<file path="src/hw/rtl/stt_pkg.sv">
// types and constants for the sparse triple table
// no dependencies; used by the top level and its checker
`default_nettype none

package stt_pkg;

  localparam int unsigned STT_MAX_ENTRIES = 64;
  localparam int unsigned STT_MAX_DIM     = 256;
  localparam int unsigned STT_CFG_W       = 9;
  localparam int unsigned STT_CFG_IDX_W   = 1;

  typedef enum logic [STT_CFG_IDX_W-1:0] {
    CFG_ROW_COUNT    = 1'b0,
    CFG_COLUMN_COUNT = 1'b1
  } stt_cfg_e;

  typedef enum logic {
    FUNC_WRITE = 1'b0,
    FUNC_READ  = 1'b1
  } stt_func_e;

  typedef enum logic [1:0] {
    ST_OK    = 2'd0,
    ST_RANGE = 2'd1,
    ST_ZERO  = 2'd2,
    ST_FULL  = 2'd3
  } stt_status_e;

  typedef enum logic [1:0] {
    S_IDLE,
    S_SCAN,
    S_FINISH
  } stt_state_e;

  typedef struct packed {
    stt_func_e          func;
    logic [7:0]         row_index;
    logic [7:0]         column_index;
    logic signed [31:0] entry_value;
  } stt_in_t;

  typedef struct packed {
    logic signed [31:0] read_value;
    stt_status_e        status;
  } stt_out_t;

  typedef struct packed {
    logic [7:0]         row_index;
    logic [7:0]         column_index;
    logic signed [31:0] entry_value;
  } stt_entry_t;

endpackage

`default_nettype wire

</file>
<file path="src/hw/rtl/sparse_triple_table.sv">
// sparse triple table: coordinate-list store of nonzero matrix entries
// depends on stt_pkg
//
//   channel  | direction | payload    | handshake
//   in       | input     | stt_in_t   | in_valid_i / in_stall_o
//   out      | output    | stt_out_t  | out_valid_o / out_stall_i
//   cfg      | input     | 9-bit data | cfg_we_i, cfg_idx_i
//
// a write item, an out-of-range item and a read of an empty store go from acceptance
// straight to the finish state; a valid read first walks the triple memory until an
// entry matches or the last stored entry is checked, one read port access per entry,
// oldest first
// one item is in work at a time; in_stall_o is high from acceptance until
// the result moves into the output register
// the output register lets an item be accepted while the last result waits
// reset empties the store through the fill count, no clearing pass
`default_nettype none

module sparse_triple_table
  import stt_pkg::*;
#(
  parameter int unsigned MAX_ENTRIES = STT_MAX_ENTRIES
) (
  input  wire logic                     clk_i,
  input  wire logic                     rst_ni,
  input  wire logic                     in_valid_i,
  output logic                          in_stall_o,
  input  wire stt_in_t                  in_item_i,
  output logic                          out_valid_o,
  input  wire logic                     out_stall_i,
  output stt_out_t                      out_item_o,
  input  wire logic                     cfg_we_i,
  input  wire logic [STT_CFG_IDX_W-1:0] cfg_idx_i,
  input  wire logic [STT_CFG_W-1:0]     cfg_data_i
);

  localparam int unsigned IDX_W = (MAX_ENTRIES > 1) ? $clog2(MAX_ENTRIES) : 1;
  localparam int unsigned CNT_W = $clog2(MAX_ENTRIES + 1);

  stt_state_e state_q, state_d;

  logic [STT_CFG_W-1:0] row_count_q, column_count_q;
  logic [CNT_W-1:0]     count_q, count_d;
  logic [IDX_W-1:0]     cmp_q, cmp_d;
  logic [IDX_W-1:0]     rd_addr;
  stt_in_t              item_q, item_d;
  stt_out_t             res_q, res_d;
  stt_out_t             out_item_q, out_item_d;
  logic                 out_valid_q, out_valid_d;
  logic                 mem_we;
  stt_entry_t           rdata_q;

  stt_entry_t mem_q [MAX_ENTRIES];

  logic accept_in, idx_ok, is_write, val_zero, full, hit, last, out_free;

  assign in_stall_o  = (state_q != S_IDLE);
  assign accept_in   = in_valid_i && !in_stall_o;
  assign idx_ok      = ({1'b0, in_item_i.row_index} < row_count_q) &&
                       ({1'b0, in_item_i.column_index} < column_count_q);
  assign is_write    = (in_item_i.func == FUNC_WRITE);
  assign val_zero    = (in_item_i.entry_value == 32'sd0);
  assign full        = (count_q == CNT_W'(MAX_ENTRIES));
  assign hit         = (rdata_q.row_index == item_q.row_index) &&
                       (rdata_q.column_index == item_q.column_index);
  assign last        = ((CNT_W'(cmp_q) + CNT_W'(1)) == count_q);
  assign out_free    = !out_valid_q || !out_stall_i;
  assign rd_addr     = (state_q == S_SCAN) ? (cmp_q + IDX_W'(1)) : '0;
  assign out_valid_o = out_valid_q;
  assign out_item_o  = out_item_q;

  // next state
  always_comb begin
    state_d = state_q;
    case (state_q)
      S_IDLE: begin
        if (accept_in) begin
          if (idx_ok && !is_write && (count_q != '0)) begin
            state_d = S_SCAN;
          end else begin
            state_d = S_FINISH;
          end
        end
      end
      S_SCAN: begin
        if (hit || last) begin
          state_d = S_FINISH;
        end
      end
      S_FINISH: begin
        if (out_free) begin
          state_d = S_IDLE;
        end
      end
      default: state_d = S_IDLE;
    endcase
  end

  // datapath and outputs
  always_comb begin
    item_d      = item_q;
    res_d       = res_q;
    count_d     = count_q;
    cmp_d       = cmp_q;
    mem_we      = 1'b0;
    out_valid_d = out_valid_q && out_stall_i;
    out_item_d  = out_item_q;
    case (state_q)
      S_IDLE: begin
        if (accept_in) begin
          item_d           = in_item_i;
          cmp_d            = '0;
          res_d.read_value = 32'sd0;
          res_d.status     = ST_OK;
          if (!idx_ok) begin
            res_d.status = ST_RANGE;
          end else if (is_write) begin
            if (val_zero) begin
              res_d.status = ST_ZERO;
            end else if (full) begin
              res_d.status = ST_FULL;
            end else begin
              mem_we  = 1'b1;
              count_d = count_q + CNT_W'(1);
            end
          end
        end
      end
      S_SCAN: begin
        if (hit) begin
          res_d.read_value = rdata_q.entry_value;
        end else begin
          cmp_d = cmp_q + IDX_W'(1);
        end
      end
      S_FINISH: begin
        if (out_free) begin
          out_valid_d = 1'b1;
          out_item_d  = res_q;
        end
      end
      default: ;
    endcase
  end

  always_ff @(posedge clk_i or negedge rst_ni) begin
    if (!rst_ni) begin
      state_q        <= S_IDLE;
      count_q        <= '0;
      out_valid_q    <= 1'b0;
      row_count_q    <= STT_CFG_W'(STT_MAX_DIM);
      column_count_q <= STT_CFG_W'(STT_MAX_DIM);
    end else begin
      state_q     <= state_d;
      count_q     <= count_d;
      out_valid_q <= out_valid_d;
      if (cfg_we_i) begin
        case (cfg_idx_i)
          CFG_ROW_COUNT:    row_count_q    <= cfg_data_i;
          CFG_COLUMN_COUNT: column_count_q <= cfg_data_i;
          default: ;
        endcase
      end
    end
  end

  always_ff @(posedge clk_i) begin
    item_q     <= item_d;
    res_q      <= res_d;
    cmp_q      <= cmp_d;
    out_item_q <= out_item_d;
  end

  // triple memory: append at the fill count, one registered read a cycle
  always_ff @(posedge clk_i) begin
    if (mem_we) begin
      mem_q[count_q[IDX_W-1:0]] <= '{row_index:    in_item_i.row_index,
                                     column_index: in_item_i.column_index,
                                     entry_value:  in_item_i.entry_value};
    end
    rdata_q <= mem_q[rd_addr];
  end

endmodule

`default_nettype wire

</file>
<file path="config.mk">
export PLATFORM = sky130hd
export DESIGN_NAME = sparse_triple_table
export DESIGN_NICKNAME = d
export VERILOG_FILES = /design/src/hw/rtl/stt_pkg.sv /design/src/hw/rtl/sparse_triple_table.sv
export SDC_FILE = /design/constraint.sdc
export NUM_CORES = 2
export LEC_CHECK = 0
export BUFFER_PORTS_ARGS = -buffer_cell sky130_fd_sc_hd__buf_2
export CORE_MARGIN = 3
export CORE_UTILIZATION = 25
export CTS_CLUSTER_SIZE = 8
export DETAILED_ROUTE_END_ITERATION = 6
export GPL_TIMING_DRIVEN = 1
export HOLD_SLACK_MARGIN = 0.1
export PLACE_DENSITY_LB_ADDON = 0.05
export SYNTH_ARGS = -nofsm -noshare
export SYNTH_HDL_FRONTEND = slang
export SYNTH_SLANG_ARGS = --single-unit
</file>
<file path="constraint.sdc">
create_clock -name clk_i -period 6.1 [get_ports clk_i]
set_input_delay 1.22 -clock clk_i [delete_from_list [all_inputs] [get_ports clk_i]]
set_output_delay 1.22 -clock clk_i [all_outputs]
set_load 0.05 [all_outputs]
</file>
==> reports/results.md <==
| Parameter | Value | Unit |
| --- | --- | --- |
| Syn Std Cell Area | 125000 | µm² |
| Hold buffers post-CTS | 0 | - |
| RSZ-0062 raised after global routing | no | - |
| Number of warnings printed during yosys synthesis | 0 | - |
| Tmin final | 4850 | ps |
| EDFF count, synth | 3162 | - |
| Filler Cell Count | 48900 | - |
| Series of cell instances along the critical path | ha_4 > nand3b_1 > buf_12 > buf_4 > a221oi_1 > nor4_1 > o21ai_0 > a221o_1 | - |
| Number of buffers created by CTS | 447 | - |
| Clock insertion delay at the later pin of the skew report | 1030 | ps |
| Level count of the clock H-tree | 5 | - |
| Run status | complete, no violations | - |
| Fraction of registers with async set/reset | 0.00865 | - |
| Number of setup buffers added after CTS | 0 | - |
| Sum of net half-perimeters after detailed placement | 314000 | µm |
| WS Path Type | reg2reg | - |
| Max Fclk | 0.206 | GHz |
| DR vias | 69400 | - |
| Number of storage elements in the synthesis netlist | 3238 | - |
| IO Pins | 100 | - |
| Sinks on Clock Net | 3238 | - |
| Dominant delay contributor by cell family on the critical path | simple AND/OR/NAND/NOR gates | - |
| Power per unit of standard cell area | 421 | nW/µm² |
| Most area-hungry cell type in the Yosys netlist | sky130_fd_sc_hd__edfxtp_1 | - |
| Critical-path top delay cell | sky130_fd_sc_hd__nor4_1 | - |
| Leakage | 47.1 | nW |
| Worst Setup End Kind | flop | - |
| Final max-slew violation count | 0 | - |
| Unique cell type count in the Yosys netlist | 71 | - |
| Die outline width | 713 | µm |
| Launching element of the worst setup path | cmp_q[0]$_DFFE_PP_ | - |
| Total negative setup slack | 0 | ps |
| Fin Clk Skew | 81.3 | ps |
| Worst VDD drop | 0.000345 | V |
| GRT overflow | 0 | - |
| Longest individual stage delay on the worst path | 1140 | ps |
| Dominant register cell in the synthesized netlist | sky130_fd_sc_hd__edfxtp_1 | - |
| Port Buffers | 99 | - |
| Buffer and inverter count on the worst path | 2 | - |
| DRC violation total after the first TritonRoute iteration | 6594 | - |
| Std-Cell Core Area | 498000 | µm² |
| Ratio of routed vias to standard cells | 4.76 | - |
| Part of the cycle the worst path needs | 0.796 | - |
| Die area | 509000 | µm² |
| Number of nets still failing antenna checks after routing | 0 | - |
| Number of standard cells after synthesis | 7173 | - |
| Normalized max-slew margin | 0.0744 | - |
| Worst path required time | 6980 | ps |
| Post-Synthesis Net Count | 7254 | - |
| Largest net degree at the start of global routing | 118 | - |
| Number of nets in the layout | 7754 | - |
| Portion of synthesized cell area occupied by the leading cell type | 0.759 | - |
| All-layer global routing usage | 0.189 | - |
| TritonRoute pass-1 iters | 6 | - |
| Final hold slack | 355 | ps |
| Area grow syn2layout | 19.1 | % |
| Layout cell share with drive strength beyond 1 | 0.170 | - |
| Starting density of the core | 0.251 | - |
| Detailed-route DRC error count | 0 | - |
| FF/Latch Area | 96600 | µm² |
| Mean cell area of the mapped netlist | 17.4 | µm² |
| Count of max-cap constraint violations | 0 | - |
| Vertical die dimension | 713 | µm |
| Resize count post-CTS | 0 | - |
| Antenna violations before repair | 60 | - |
| Hold Vio Cnt, Final | 0 | - |
| Startpoint types | flop | - |
| RePlAce Congestion | 0.785 | - |
| Total power after layout | 62.7 | mW |
| TritonCTS clock tree | yes | - |
| Arrival time of the worst setup path | 5730 | ps |
| Worst-path clk slew | 60 | ps |
| Slew @ Worst Pin | 1390 | ps |
| Maximum fanout encountered on the critical timing path | 68 | - |
| Routed wire length | 493000 | µm |
| Total area of multi-input combinational cells | 27000 | µm² |
| Root Buffer Master | sky130_fd_sc_hd__clkbuf_16 | - |
| Final setup viols | 0 | - |
| First-pass GRT wire length | 660000 | µm |
| Routed WL per cell | 33.8 | µm |
| Worst reg2reg startpoint | cmp_q[0]$_DFFE_PP_ | - |
| Path type of the worst min-delay path | in2async | - |
| Most area-consuming cells after synthesis | sky130_fd_sc_hd__edfxtp_1, sky130_fd_sc_hd__mux2i_1, sky130_fd_sc_hd__mux4_2 | - |
| Number of global-route vias before repair | 69900 | - |
| Fraction of the yosys area taken by sequential cells | 0.773 | - |
| Bufs on Longest Clock Path | 4 | - |
| Placement Rows | 259 | - |
## state kept, by name, indices dropped and copies added (netlist names), 2 cells and up
name	count
row_count_q	9
item_q	16
rdata_q	48
column_count_q	9
out_item_o	34
count_q	7
state_q	2
res_q	34
mem_q	3072
cmp_q	6
## cells in the final DEF, fill, tap and decap left out, types with 19 or more instances in the layout
cell and n:
sky130_fd_sc_hd__a221oi_1 303, sky130_fd_sc_hd__buf_4 378, sky130_fd_sc_hd__o22ai_1 24, sky130_fd_sc_hd__nand3_1 19
sky130_fd_sc_hd__inv_1 31, sky130_fd_sc_hd__diode_2 26, sky130_fd_sc_hd__nor3_1 44, sky130_fd_sc_hd__o221ai_1 39
sky130_fd_sc_hd__dfrtp_1 26, sky130_fd_sc_hd__a21oi_1 374, sky130_fd_sc_hd__nand2_1 731, sky130_fd_sc_hd__dfxtp_1 48
sky130_fd_sc_hd__mux2i_1 759, sky130_fd_sc_hd__edfxtp_1 3162, sky130_fd_sc_hd__o211ai_1 28, sky130_fd_sc_hd__clkbuf_1 194
sky130_fd_sc_hd__a221o_1 58, sky130_fd_sc_hd__buf_2 100, sky130_fd_sc_hd__mux2_2 35, sky130_fd_sc_hd__and2_1 34
sky130_fd_sc_hd__mux4_2 193, sky130_fd_sc_hd__xnor2_1 26, sky130_fd_sc_hd__nor2_1 69, sky130_fd_sc_hd__nor4_1 112
sky130_fd_sc_hd__o21ai_0 203, sky130_fd_sc_hd__a211oi_1 43, sky130_fd_sc_hd__buf_12 42, sky130_fd_sc_hd__clkbuf_16 452
sky130_fd_sc_hd__nor2_4 68
## cells by family after synthesis
kind of cell | after synthesis | synth area share
XOR/XNOR | 30 | 0.00216
flip-flops | 3238 | 0.773
adder cells (fa/ha/maj) | 17 | 0.00170
multiplexers | 989 | 0.0989
AND/OR/NAND/NOR | 1184 | 0.0416
AO/OA/AOI/OAI | 1208 | 0.0659
buffers and inverters | 507 | 0.0171
## routing by layer
metal / GRT usage / wire length (µm) / share of wire
met1: 0.268 / 227000 / 0.46
met2: 0.317 / 238000 / 0.48
met3: 0.0214 / 20300 / 0.041
met4: 0.0305 / 8030 / 0.016
met5: 0 / 13 / 0.000026
## per-stage QoR
step / instance area [µm²] / utilization / setup slack [ps] / cells
after floorplan: 125000 / - / 786 / 7173
after global placement: 136000 / 0.274 / 540 / 13900
after detailed placement: 136000 / 0.274 / 613 / 13900
after CTS: 149000 / 0.299 / 1220 / 14600
after global routing: 149000 / 0.299 / 1120 / 14600
final: 149000 / 0.299 / 1250 / 14600
## power breakdown
| part | switching, mW | leakage (nW) | total, mW | internal [mW] |
|---|---|---|---|---|
| combinational | 9.97 | 11.9 | 14.2 | 4.23 |
| sequential | 0.387 | 29.2 | 25.4 | 25.0 |
| clock | 9.62 | 6.03 | 23.1 | 13.5 |
| total | 20.0 | 47.1 | 62.7 | 42.8 |
## worst paths after layout
path | cells after the start | endpoint | slack [ps]
worst max-delay path | 8 | rdata_q[4]$_DFF_P_ | 1250
worst min-delay path | 1 | column_count_q[1]$_DFFE_PN0P_ | 360
worst max register to register | 8 | rdata_q[4]$_DFF_P_ | 1250
worst min register to register | 0 | out_item_o[16]$_DFFE_PP_ | 390
max in group asynchronous | 1 | state_q[0]$_DFFE_PN0P_ | 5120
min in group clk_i | 0 | out_item_o[16]$_DFFE_PP_ | 390
## layout make-up
cell class,count,share of cell area
clock buffers,647,0.0809
clock inverters,27,0.00374
flip-flops and latches,3238,0.649
inverters,38,0.00123
multi-input cells,3428,0.181
well taps,6655,0.0559
repair buffers,520,0.0281
diodes,26,0.000437
## Yosys cell counts, types with 35 or more instances
cell                       number
sky130_fd_sc_hd__a211oi_1      43
sky130_fd_sc_hd__a21oi_1      376
sky130_fd_sc_hd__a221o_1       58
sky130_fd_sc_hd__a221oi_1     305
sky130_fd_sc_hd__buf_1         70
sky130_fd_sc_hd__buf_2        112
sky130_fd_sc_hd__clkbuf_1     263
sky130_fd_sc_hd__dfxtp_1       48
sky130_fd_sc_hd__edfxtp_1    3162
sky130_fd_sc_hd__mux2_2        35
sky130_fd_sc_hd__mux2i_1      760
sky130_fd_sc_hd__mux4_2       193
sky130_fd_sc_hd__nand2_1      734
sky130_fd_sc_hd__nor2_1       138
sky130_fd_sc_hd__nor3_1        44
sky130_fd_sc_hd__nor4_1       121
sky130_fd_sc_hd__o21ai_0      208
sky130_fd_sc_hd__o221ai_1      39
No activity file was read; power rests on OpenSTA's default activity.
